## config.mk

```make
export PLATFORM = sky130hd
export DESIGN_NAME = run_length_decimal_encoder
export DESIGN_NICKNAME = d
export VERILOG_FILES = /design/src/rtl/rlde_pkg.sv /design/src/rtl/rlde_front.sv /design/src/rtl/rlde_queue.sv /design/src/rtl/rlde_back.sv /design/src/rtl/run_length_decimal_encoder.sv
export SDC_FILE = /design/constraint.sdc
export NUM_CORES = 1
export LEC_CHECK = 0
export ABC_CLOCK_PERIOD_IN_PS = 5550
export BUFFER_PORTS_ARGS = -buffer_cell sky130_fd_sc_hd__buf_2
export CORE_MARGIN = 4
export CORE_UTILIZATION = 45
export CTS_BUF_LIST = sky130_fd_sc_hd__clkbuf_4
export DETAILED_ROUTE_END_ITERATION = 8
export HOLD_SLACK_MARGIN = 0.15
export SKIP_LAST_GASP = 1
export SYNTH_ARGS = -nofsm -noshare
export SYNTH_HDL_FRONTEND = slang
export SYNTH_SLANG_ARGS = --single-unit
```

## constraint.sdc

```tcl
create_clock -name aclk -period 5.55 [get_ports aclk]
set_input_delay 0 -clock aclk [delete_from_list [all_inputs] [get_ports aclk]]
set_output_delay 0 -clock aclk [all_outputs]
set_load 0.005 [all_outputs]
```

## src/rtl/rlde_pkg.sv

```systemverilog
// Shared types and constants for the run-length decimal encoder.
// No dependencies; every other file of the block refers to it by scoped names.
`timescale 1ns / 1ps

package rlde_pkg;

    // Counter width of a run and the decimal cap that keeps a run to six bytes.
    localparam int RUN_COUNT_BITS = 16;
    localparam longint DIGIT_CAP = 64'd99999;

    function automatic longint count_limit_f();
        longint lim;
        int bits;
        bits = (RUN_COUNT_BITS > 32) ? 32 : RUN_COUNT_BITS;
        lim = (longint'(1) << bits) - 1;
        if (lim > DIGIT_CAP) lim = DIGIT_CAP;
        if (lim < 1) lim = 1;
        return lim;
    endfunction

    function automatic int digit_count_f(longint v);
        int n;
        longint p;
        n = 1;
        p = 10;
        while (p <= v) begin
            n = n + 1;
            p = p * 10;
        end
        return n;
    endfunction

    localparam longint RUN_LIMIT  = count_limit_f();
    localparam int     LEN_W      = $clog2(RUN_LIMIT + 1);
    localparam int     NUM_DIGITS = digit_count_f(RUN_LIMIT);
    localparam int     PLACE_W    = (NUM_DIGITS > 1) ? $clog2(NUM_DIGITS) : 1;
    localparam int     CMP_W      = LEN_W + 4;

    localparam logic [7:0] ASCII_ZERO = 8'h30;

    // Run queue between the front and back halves; depth is a power of two.
    localparam int QDEPTH = 4;
    localparam int QPTR_W = $clog2(QDEPTH);
    localparam int QCNT_W = $clog2(QDEPTH + 1);

    function automatic int pow10_f(int k);
        int p;
        p = 1;
        for (int i = 0; i < k; i++) begin
            p = p * 10;
        end
        return p;
    endfunction

    function automatic int mult10_f(int m, int k);
        return m * pow10_f(k);
    endfunction

    // One closed run, waiting to be spelled out.
    typedef struct packed {
        logic [LEN_W-1:0] len;
        logic [7:0]       sym;
        logic             last;
    } cmd_t;

    // Up to two closed runs per accepted word: the previous run and the final run.
    typedef struct packed {
        logic push_a;
        cmd_t cmd_a;
        logic push_b;
        cmd_t cmd_b;
    } push_t;

    typedef enum logic [1:0] {
        BK_IDLE,
        BK_DIGIT,
        BK_BYTE
    } back_state_t;

endpackage

```

## src/rtl/rlde_front.sv

```systemverilog
// Front half: accepts input words, tracks the open run and closes runs.
// Depends on rlde_pkg.
`timescale 1ns / 1ps

module rlde_front (
    input  logic           aclk,
    input  logic           aresetn,
    input  logic           s_valid,
    output logic           s_ready,
    input  logic [7:0]     s_symbol,
    input  logic           s_end_of_string,
    input  logic           room,
    output rlde_pkg::push_t push
);

    logic [7:0]                 run_byte_reg, run_byte_next;
    logic [rlde_pkg::LEN_W-1:0] run_length_reg, run_length_next;
    logic                       run_open_reg, run_open_next;

    logic                       accept;
    logic                       same_run;
    logic                       close_prev;
    logic [rlde_pkg::LEN_W-1:0] new_len;

    assign s_ready = room;
    assign accept  = s_valid & room;

    assign same_run = run_open_reg && (s_symbol == run_byte_reg) &&
                      (run_length_reg < rlde_pkg::LEN_W'(rlde_pkg::RUN_LIMIT));
    assign close_prev = run_open_reg && !same_run;
    assign new_len = same_run ? (run_length_reg + rlde_pkg::LEN_W'(1))
                              : rlde_pkg::LEN_W'(1);

    always_comb begin
        push.push_a     = accept && close_prev;
        push.cmd_a.len  = run_length_reg;
        push.cmd_a.sym  = run_byte_reg;
        push.cmd_a.last = 1'b0;
        push.push_b     = accept && s_end_of_string;
        push.cmd_b.len  = new_len;
        push.cmd_b.sym  = s_symbol;
        push.cmd_b.last = 1'b1;
    end

    always_comb begin
        run_byte_next   = run_byte_reg;
        run_length_next = run_length_reg;
        run_open_next   = run_open_reg;
        if (accept) begin
            if (s_end_of_string) begin
                // The string is finished, so nothing stays pending.
                run_byte_next   = 8'd0;
                run_length_next = '0;
                run_open_next   = 1'b0;
            end else begin
                run_byte_next   = s_symbol;
                run_length_next = new_len;
                run_open_next   = 1'b1;
            end
        end
    end

    always_ff @(posedge aclk) begin
        if (!aresetn) begin
            run_byte_reg   <= 8'd0;
            run_length_reg <= '0;
            run_open_reg   <= 1'b0;
        end else begin
            run_byte_reg   <= run_byte_next;
            run_length_reg <= run_length_next;
            run_open_reg   <= run_open_next;
        end
    end

endmodule

```

## src/rtl/rlde_queue.sv

```systemverilog
// Short queue of closed runs between the front and back halves.
// Takes up to two runs per cycle, gives one. Depends on rlde_pkg.
`timescale 1ns / 1ps

module rlde_queue (
    input  logic                        aclk,
    input  logic                        aresetn,
    input  rlde_pkg::push_t             push,
    output logic                        room,
    output logic                        q_valid,
    output rlde_pkg::cmd_t              q_head,
    input  logic                        q_pop,
    output logic [rlde_pkg::QCNT_W-1:0] q_count
);

    rlde_pkg::cmd_t              mem [rlde_pkg::QDEPTH];
    logic [rlde_pkg::QPTR_W-1:0] wr_ptr_reg, wr_ptr_next;
    logic [rlde_pkg::QPTR_W-1:0] rd_ptr_reg, rd_ptr_next;
    logic [rlde_pkg::QCNT_W-1:0] count_reg, count_next;
    logic [rlde_pkg::QPTR_W-1:0] wr_ptr_b;

    // The front only takes a word when both possible runs fit.
    assign room    = count_reg <= rlde_pkg::QCNT_W'(rlde_pkg::QDEPTH - 2);
    assign q_valid = count_reg != '0;
    assign q_head  = mem[rd_ptr_reg];
    assign q_count = count_reg;

    assign wr_ptr_b = wr_ptr_reg + rlde_pkg::QPTR_W'(push.push_a);

    always_comb begin
        wr_ptr_next = wr_ptr_reg + rlde_pkg::QPTR_W'(push.push_a)
                                 + rlde_pkg::QPTR_W'(push.push_b);
        rd_ptr_next = rd_ptr_reg + rlde_pkg::QPTR_W'(q_pop);
        count_next  = count_reg + rlde_pkg::QCNT_W'(push.push_a)
                                + rlde_pkg::QCNT_W'(push.push_b)
                                - rlde_pkg::QCNT_W'(q_pop);
    end

    always_ff @(posedge aclk) begin
        if (push.push_a) begin
            mem[wr_ptr_reg] <= push.cmd_a;
        end
        if (push.push_b) begin
            mem[wr_ptr_b] <= push.cmd_b;
        end
    end

    always_ff @(posedge aclk) begin
        if (!aresetn) begin
            wr_ptr_reg <= '0;
            rd_ptr_reg <= '0;
            count_reg  <= '0;
        end else begin
            wr_ptr_reg <= wr_ptr_next;
            rd_ptr_reg <= rd_ptr_next;
            count_reg  <= count_next;
        end
    end

endmodule

```

## src/rtl/rlde_back.sv

```systemverilog
// Back half: spells each closed run as decimal digits, then the run byte, one
// word per cycle unless stalled, to a registered output stage. Depends on rlde_pkg.
`timescale 1ns / 1ps

module rlde_back (
    input  logic           aclk,
    input  logic           aresetn,
    input  logic           q_valid,
    input  rlde_pkg::cmd_t q_head,
    output logic           q_pop,
    output logic           m_valid,
    input  logic           m_ready,
    output logic [7:0]     m_out_byte,
    output logic           m_out_last,
    output logic           idle
);

    rlde_pkg::back_state_t        state_reg, state_next;
    logic [rlde_pkg::LEN_W-1:0]   rem_reg, rem_next;
    logic [rlde_pkg::PLACE_W-1:0] place_reg, place_next;
    logic [7:0]                   sym_reg, sym_next;
    logic                         last_reg, last_next;
    logic                         m_valid_reg, m_valid_next;
    logic [7:0]                   m_byte_reg, m_byte_next;
    logic                         m_last_reg, m_last_next;

    logic                         adv;
    logic                         load;
    logic                         out_load;
    logic [3:0]                   digit;
    logic [rlde_pkg::CMP_W-1:0]   sub_val;
    logic [rlde_pkg::PLACE_W-1:0] start_place;

    assign adv        = !m_valid_reg || m_ready;
    assign m_valid    = m_valid_reg;
    assign m_out_byte = m_byte_reg;
    assign m_out_last = m_last_reg;
    assign idle       = state_reg == rlde_pkg::BK_IDLE;

    // Current digit: the largest multiple of the place value that fits.
    always_comb begin
        digit   = 4'd0;
        sub_val = '0;
        for (int k = 0; k < rlde_pkg::NUM_DIGITS; k++) begin
            for (int m = 1; m <= 9; m++) begin
                if (place_reg == rlde_pkg::PLACE_W'(k) &&
                    {4'd0, rem_reg} >= rlde_pkg::CMP_W'(rlde_pkg::mult10_f(m, k))) begin
                    digit   = 4'(m);
                    sub_val = rlde_pkg::CMP_W'(rlde_pkg::mult10_f(m, k));
                end
            end
        end
    end

    // Highest nonzero place of a new run length, so no leading zeros appear.
    always_comb begin
        start_place = '0;
        for (int k = 1; k < rlde_pkg::NUM_DIGITS; k++) begin
            if ({4'd0, q_head.len} >= rlde_pkg::CMP_W'(rlde_pkg::pow10_f(k))) begin
                start_place = rlde_pkg::PLACE_W'(k);
            end
        end
    end

    always_comb begin
        state_next = state_reg;
        unique case (state_reg)
            rlde_pkg::BK_IDLE: begin
                if (q_valid) state_next = rlde_pkg::BK_DIGIT;
            end
            rlde_pkg::BK_DIGIT: begin
                if (adv && place_reg == '0) state_next = rlde_pkg::BK_BYTE;
            end
            rlde_pkg::BK_BYTE: begin
                if (adv) state_next = q_valid ? rlde_pkg::BK_DIGIT : rlde_pkg::BK_IDLE;
            end
            default: state_next = rlde_pkg::BK_IDLE;
        endcase
    end

    always_comb begin
        load        = 1'b0;
        out_load    = 1'b0;
        m_byte_next = m_byte_reg;
        m_last_next = m_last_reg;
        unique case (state_reg)
            rlde_pkg::BK_IDLE: begin
                load = q_valid;
            end
            rlde_pkg::BK_DIGIT: begin
                out_load    = adv;
                m_byte_next = rlde_pkg::ASCII_ZERO + {4'd0, digit};
                m_last_next = 1'b0;
            end
            rlde_pkg::BK_BYTE: begin
                load        = adv && q_valid;
                out_load    = adv;
                m_byte_next = sym_reg;
                m_last_next = last_reg;
            end
            default: begin
                load = 1'b0;
            end
        endcase

        q_pop = load;

        rem_next   = rem_reg;
        place_next = place_reg;
        sym_next   = sym_reg;
        last_next  = last_reg;
        if (load) begin
            rem_next   = q_head.len;
            place_next = start_place;
            sym_next   = q_head.sym;
            last_next  = q_head.last;
        end else if (state_reg == rlde_pkg::BK_DIGIT && adv) begin
            rem_next = rem_reg - rlde_pkg::LEN_W'(sub_val);
            if (place_reg != '0) place_next = place_reg - rlde_pkg::PLACE_W'(1);
        end

        if (out_load) begin
            m_valid_next = 1'b1;
        end else if (m_ready) begin
            m_valid_next = 1'b0;
        end else begin
            m_valid_next = m_valid_reg;
        end
    end

    always_ff @(posedge aclk) begin
        rem_reg   <= rem_next;
        place_reg <= place_next;
        sym_reg   <= sym_next;
        last_reg  <= last_next;
        if (out_load) begin
            m_byte_reg <= m_byte_next;
            m_last_reg <= m_last_next;
        end
    end

    always_ff @(posedge aclk) begin
        if (!aresetn) begin
            state_reg   <= rlde_pkg::BK_IDLE;
            m_valid_reg <= 1'b0;
        end else begin
            state_reg   <= state_next;
            m_valid_reg <= m_valid_next;
        end
    end

endmodule

```

## src/rtl/run_length_decimal_encoder.sv

```systemverilog
// Look-and-say run-length encoder, top level.
// Input channel s_*: one byte per word, s_end_of_string on the last byte of a string.
// Output channel m_*: the encoded string, one byte per word; each run is its
// length in decimal ASCII (no leading zeros) followed by the run byte, and
// m_out_last marks the run byte that ends the encoded string.
// Runs longer than the counter limit are closed at the limit and restarted.
// The front tracks the open run and takes one word per cycle while the run
// queue has room for two closed runs. The back spells out one output word per
// cycle while the receiver accepts, plus a load step whenever it restarts from
// an empty queue; a run of n decimal digits gives n + 1 output words, so the
// back's output port sets the sustained rate. A closed run passes through the run
// queue, the back's run registers and the output register. A stalled receiver
// backs up the queue, and s_ready drops when fewer than two queue slots are free.
// Reset (aresetn low, synchronous) drops any open run, empties the queue and
// clears m_valid. Depends on rlde_pkg, rlde_front, rlde_queue and rlde_back.
`timescale 1ns / 1ps

module run_length_decimal_encoder (
    input  logic       aclk,
    input  logic       aresetn,
    input  logic       s_valid,
    output logic       s_ready,
    input  logic [7:0] s_symbol,
    input  logic       s_end_of_string,
    output logic       m_valid,
    input  logic       m_ready,
    output logic [7:0] m_out_byte,
    output logic       m_out_last
);

    rlde_pkg::push_t             push;
    rlde_pkg::cmd_t              q_head;
    logic                        room;
    logic                        q_valid;
    logic                        q_pop;
    logic [rlde_pkg::QCNT_W-1:0] q_count;
    logic                        back_idle;

    rlde_front u_front (
        .aclk            (aclk),
        .aresetn         (aresetn),
        .s_valid         (s_valid),
        .s_ready         (s_ready),
        .s_symbol        (s_symbol),
        .s_end_of_string (s_end_of_string),
        .room            (room),
        .push            (push)
    );

    rlde_queue u_queue (
        .aclk    (aclk),
        .aresetn (aresetn),
        .push    (push),
        .room    (room),
        .q_valid (q_valid),
        .q_head  (q_head),
        .q_pop   (q_pop),
        .q_count (q_count)
    );

    rlde_back u_back (
        .aclk       (aclk),
        .aresetn    (aresetn),
        .q_valid    (q_valid),
        .q_head     (q_head),
        .q_pop      (q_pop),
        .m_valid    (m_valid),
        .m_ready    (m_ready),
        .m_out_byte (m_out_byte),
        .m_out_last (m_out_last),
        .idle       (back_idle)
    );

    // The run queue never holds more than its depth.
    assert property (@(posedge aclk) disable iff (!aresetn)
        q_count <= rlde_pkg::QCNT_W'(rlde_pkg::QDEPTH))
        else $error("run queue overflow");

    // Nothing is popped from an empty queue.
    assert property (@(posedge aclk) disable iff (!aresetn)
        q_pop |-> q_valid)
        else $error("pop from empty run queue");

    // With no queued run and an idle back half, no output word can appear.
    assert property (@(posedge aclk) disable iff (!aresetn)
        (q_count == '0 && back_idle && !m_valid) |=> !m_valid)
        else $error("output word without a queued run");

    // Reset clears the output stage.
    assert property (@(posedge aclk)
        !aresetn |=> !m_valid)
        else $error("m_valid set after reset");

endmodule
```

### Word level (Yosys, flattened, before mapping)

Memory sizes are Yosys's and may differ from the RTL's. A register that Yosys moved wholly into a read port is not among the register bits.
Index checks and enable logic that the tools add are counted.

* memories kept: 1
* RAM bits: 100
* input port bits: 13
* register bits: 72
* output and inout port bits: 11

* order comparisons: 48
* equality and inequality tests: 10
* reductions and logical operators: 65
* bitwise gates (word level): 1
* $add $sub $neg: 10
* multiplexer cells: 113

Memory list
* u_queue.mem: words 4, bits a word 25, read ports 1, clocked after memory_dff 1, write ports 2, RTL line rlde_queue.sv:16 `rlde_pkg::cmd_t mem [rlde_pkg::QDEPTH];`

Operator list (count)
* 4-bit two-way mux: 38
* 16-bit two-way mux: 7
* 16-bit by 10-bit greater-or-equal comparator with 1-bit output (second input constant): 6
* 16-bit by 7-bit greater-or-equal comparator with 1-bit output (second input constant): 5
* 16-bit by 13-bit greater-or-equal comparator with 1-bit output (second input constant): 4
* 16-bit by 3-bit greater-or-equal comparator with 1-bit output (second input constant): 4
* 16-bit by 4-bit greater-or-equal comparator with 1-bit output (second input constant): 4
* 13-bit two-way mux: 4
* 1-bit logical AND: 50
* 10-bit two-way mux: 5
* 16-bit by 14-bit greater-or-equal comparator with 1-bit output (second input constant): 3
* 16-bit greater-or-equal comparator (second input constant): 3
* 16-bit by 6-bit greater-or-equal comparator with 1-bit output (second input constant): 3
* 16-bit by 9-bit greater-or-equal comparator with 1-bit output (second input constant): 3
* 3-bit two-way mux: 12
* 16-bit by 12-bit greater-or-equal comparator with 1-bit output (second input constant): 2
* 16-bit by 15-bit greater-or-equal comparator with 1-bit output (second input constant): 2
* 16-bit by 2-bit greater-or-equal comparator with 1-bit output (second input constant): 2
* 16-bit by 5-bit greater-or-equal comparator with 1-bit output (second input constant): 2
* 15-bit two-way mux: 2
* 14-bit two-way mux: 2
* 7-bit two-way mux: 4
* 9-bit two-way mux: 3
* 12-bit two-way mux: 2
* other kinds (38): 75

### Logic depth before layout (Yosys ltp)

* word-level depth: 47
* depth in mapped cells: 18
* depth with buffers taken out: 18

### Hierarchy

Synthesis repeated with hierarchy kept, for this count alone.

* cell total of the unflattened synthesis: 1011
* area, all modules: 10944.2 um^2

By module, submodules not included
* rlde_queue: area each 5241.3 um^2, cells an instance 284, instances 1, seq. area each 3143.0 um^2
* rlde_back: area each 4131.5 um^2, cells an instance 529, instances 1, seq. area each 1171.1 um^2
* rlde_front: area each 1571.5 um^2, cells an instance 198, instances 1, seq. area each 500.5 um^2

### Worst setup path after synthesis

No wires, ideal clock.

* path type: register to register
* from: register u_back.rem_reg[13] (netlist bit)
* to: register u_back.rem_reg[14] (netlist bit), data pin
* stages on the path, launching flop included: 19
* path slack: 1.018 ns
* data required time: 5.381 ns
* arrival time: 4.363 ns
* cells stage by stage: edfxtp_1 > buf_6 > or4_4 > buf_6 > o41a_1 > or2_4 > nor2_2 > nand3b_1 > nor3_1 > ha_1 > inv_1 > fa_1 > a21oi_1 > o21ai_0 > a2111oi_0 > o31ai_1 > o211a_1 > o21a_1 > o31ai_1

* longest elaborated chain between the ends: 47

Ends and longest elaborated chain
* start: declaration: RTL line rlde_back.sv:19 `logic [rlde_pkg::LEN_W-1:0] rem_reg, rem_next;`
* start signal: assignment: RTL line rlde_back.sv:132 `rem_reg <= rem_next;`
* 16-bit by 1-bit greater-or-equal comparator with 1-bit output: RTL line rlde_back.sv:47 `{4'd0, rem_reg} >= rlde_pkg::CMP_W'(rlde_pkg::mult10_f(m, k))) begin`
* 1-bit logical AND: RTL line rlde_back.sv:46 `if (place_reg == rlde_pkg::PLACE_W'(k) &&`
* 1-bit two-way mux: RTL line rlde_back.sv:46
* 2-bit two-way mux (2 in a row): RTL line rlde_back.sv:46
* 3-bit two-way mux (4 in a row): RTL line rlde_back.sv:46
* 4-bit two-way mux (3 in a row): RTL line rlde_back.sv:46
* 5-bit two-way mux (2 in a row): RTL line rlde_back.sv:46
* 6-bit two-way mux (3 in a row): RTL line rlde_back.sv:46
* [16 not listed]
* 13-bit two-way mux (4 in a row): RTL line rlde_back.sv:46
* 14-bit two-way mux (2 in a row): RTL line rlde_back.sv:46
* 15-bit two-way mux (2 in a row): RTL line rlde_back.sv:46
* 16-bit two-way mux (3 in a row): RTL line rlde_back.sv:46
* 16-bit subtractor *: RTL line rlde_back.sv:118 `rem_next = rem_reg - rlde_pkg::LEN_W'(sub_val);`
* 16-bit two-way mux *: RTL line rlde_back.sv:117 `end else if (state_reg == rlde_pkg::BK_DIGIT && adv) begin`
* 16-bit two-way mux *: RTL line rlde_back.sv:112 `if (load) begin`
* net u_back.rem_next (one bit): RTL line rlde_back.sv:19

Mark *: on every way through the listed nets, which the timed path passes. The rest lies on a longest branch. The select of a mux whose other input is x is not followed.
A chain may end at the register's enable or synchronous reset.

### Worst setup path after layout

* from: register u_back.rem_reg[4] (netlist bit)
* to: register u_back.rem_reg[14] (netlist bit), data pin

Same word-level chain as after synthesis.

==> results.md <==
* Top-level port count at 24
* Syn Area/Cell at 9.80 sq um
* # rows at 56
* Vias at around 9k
* Mux share of post-synthesis cell area at under 10%
* Cts bufs inserted at 17
* Worst Setup End Kind: flop
* Cells after Synth at 1103
* Most common cell after layout, fill and taps aside: edfxtp_1
* Drc violations at 0
* Max frequency at 196 MHz
* Min Tclk post-route at 5.09 ns
* Global-route wire length before repair at ~49000 microns
* Delay-heaviest family, CP: compound AO/OA/AOI/OAI gates
* Ys flop type: edfxtp_1
* Largest register FFs at 100
* Clock Tree Buf Depth at 2
* #FFs+latches synth at approximately 170
* Final #Nets at 1188
* PwrDens at around 550 nW/um^2
* Post-CTS Setup Bufs at 0
* Root Buffer: clkbuf_4
* Synth Area in Compound Gates at 23.3%
* Max Transition Viols Final at 0
* Crit-path cells: nor4_1, o211a_1, nor3_1, nand2b_1, nor2_1, nand2_1, nor3_1, ha_1, inv_1, fa_1, a21oi_1, o21ai_0, a2111oi_0, o31ai_1, o211a_1, o21a_1, o31ai_1
* CTS sink cnt at roughly 170
* Post-synth net total at 1149
* Synth warnings at 0
* Status: completed
* Setup violators final at 0
* DR pass1 iterations at 5
* Worst hold path type: in -> reg
* CTS Hold Bufs at 29
* Die Footprint at 26600 sq um
* Pleak at approximately 4.3 nW
* Worst path bufs/invs at 1
* Synth Area in XOR/XNOR at roughly 2.3%
* Layout cells sized above 1 at around an eighth
* Startpoint types: flop
* Fillcell total at between 2k and 2.5k
* Vias in the first global route at about 8.5k
* GRT Overall Usage at about a quarter
* Total power at roughly 6.6 mW
* Sequential element share of the synthesized area at about 44%
* Post-detail-place hpwl at roughly 22000 microns
* Vias per cell at 6.09
* Worst Path Required at between 5 and 6 ns
* Hold Vio Cnt, Final at 0
* Async S/R FF share, synth at 0%
* Routability cong. at roughly 0.93
* Post-route ant nets at 0
* Port Buffer Count at 23
* CP arrival at 5.54 ns
* VDD IR max at approximately 280 uV
* Core Area at 23500 sq um
* Resized Gates After CTS at 0
* Final wirelength at 31200 microns
* Ranking of synthesized cells by area: edfxtp_1 37%, dfxtp_1 7.2%, mux4_2 5.2%, o21ai_0 4.3%, a22o_1 4.2%
* Die width at 163 microns
* CTS tree: done
* Area growth, synth to finish at 11.1%
* CTS H-tree depth at 4
* Mapped Area at 10800 sq um
* Clk Latency, worst-skew pair at 0.59 ns
* Final clock skew at 0.0480 ns
* Total grt overflow at 0
* Die height at approximately 160 microns
* Slew margin rel. at 41.3%
* RSZ-0062 raised after global routing: false
* Worst Path Max Fanout at 11
* CP Class: reg -> reg
* Reg clk slew, reported paths at roughly 0.19 ns
* Commonest non-fill, non-tap cells in the layout: 133 x edfxtp_1, 95 x nand2_1, 93 x nor2_1, 93 x o21ai_0, 52 x a22o_1
* Share of the synthesized area in the top cell type at 36.9%
* Cell taking the most area after synthesis: edfxtp_1
* Largest net degree at the start of global routing at 36
* Initial antenna violation count at 1
* Number of library cell types mapped by synthesis at between 70 and 80
* DRT iter0 DRCs at between 900 and 1k
* Max incr delay on CP at 0.67 ns
* Starting Density at 45.9%
* Setup_tns at 0 ns
* Simple-gate share of the synthesized area at approximately 17%
* Least-Margin Pin Slew at 0.874 ns
* Post-synth EDFFs at approximately 130
* CP max-delay cell: a2111oi_0
* Max_cap viols at 0
* Routed len/inst at roughly 21 microns
* Combinational family with the most area after synthesis: compound AO/OA/AOI/OAI gates
* Post-Synth Adder-Cell Area at under 10%
* Flop2flop setup slack at approximately 0.46 ns
* Final Cycle Share at between 90% and 100%
[worst min-delay path, delay by kind of cell]
kind	cells	cell delay, ns
compound gates	1	0.14
buf+inv	2	0.68
[layout make-up]
class                      instances  area [sq um]  area share [%]
antenna                            2          5.00          0.0416
clock buffer                      17           128            1.06
clock inverter                    15           175            1.46
inverter                          25          93.8           0.781
multi-input combinational        825          5630            46.8
sequential                       172          4780            39.8
tap                              319           399            3.32
timing repair buffer             101           811            6.75
[Yosys cell counts (13+ instances only)]
master and count:
xnor2_1 19, clkbuf_1 63, nor2_1 93, mux4_2 25, or3_1 15, ha_1 30, nand2_1 95, a21oi_1 49
nor3_1 34, a22o_1 52, o211ai_1 13, dfxtp_1 39, a21boi_0 24, o21ai_0 93, inv_1 25, o31ai_1 46
and2_1 26, nand3_1 30, edfxtp_1 133
[kinds of logic (layout without fill, tap and decap cells)]
logic type      Yosys count  after routing
other cells               0              2
buf+inv                 106            158
fa+ha+maj                33             33
mux                      26             26
compound gates          366            366
simple gates            372            372
xor+xnor                 28             28
flops                   172            172
[worst paths after layout]
check / startpoint / to / cells after the start
max: u_back.rem_reg[4]$_DFFE_PP_ / u_back.rem_reg[14]$_DFFE_PP_ / 17
max reg2reg: u_back.rem_reg[4]$_DFFE_PP_ / u_back.rem_reg[14]$_DFFE_PP_ / 17
min reg2reg: u_queue.mem[2][0]$_SDFFE_PP1P_ / u_queue.mem[2][0]$_SDFFE_PP1P_ / 2
min: s_symbol[5] / u_queue.mem[2][6]$_DFFE_PP_ / 3
[per-layer routing]
metal  vias up  wire, microns  track usage [%]
li1       4286              -                -
met1      4323          13700             32.1
met2       315          14900             38.7
met3        70           1450             3.03
met4         0           1170             9.68
met5         -              0                0
[metrics by stage]
step	utilization (%)	worst slack [ns]	instances	hold slack, ns	cell area [sq um]
after floorplan	-	1.02	1103	0.154	10800
after global placement	48.5	0.615	1413	0.349	11400
after detailed placement	48.5	0.518	1413	0.356	11400
after CTS	51.0	0.519	1474	0.279	12000
after global routing	51.0	0.0789	1476	0.289	12000
final	51.0	0.457	1476	0.323	12000
[report_power, final]
group	internal [mW]	leakage, nW	switching (mW)
clock	0.247	0.164	0.513
combinational	1.50	2.46	2.22
sequential	1.83	1.63	0.254
total	3.58	4.25	2.99
Power figures use the tool's default switching activity.
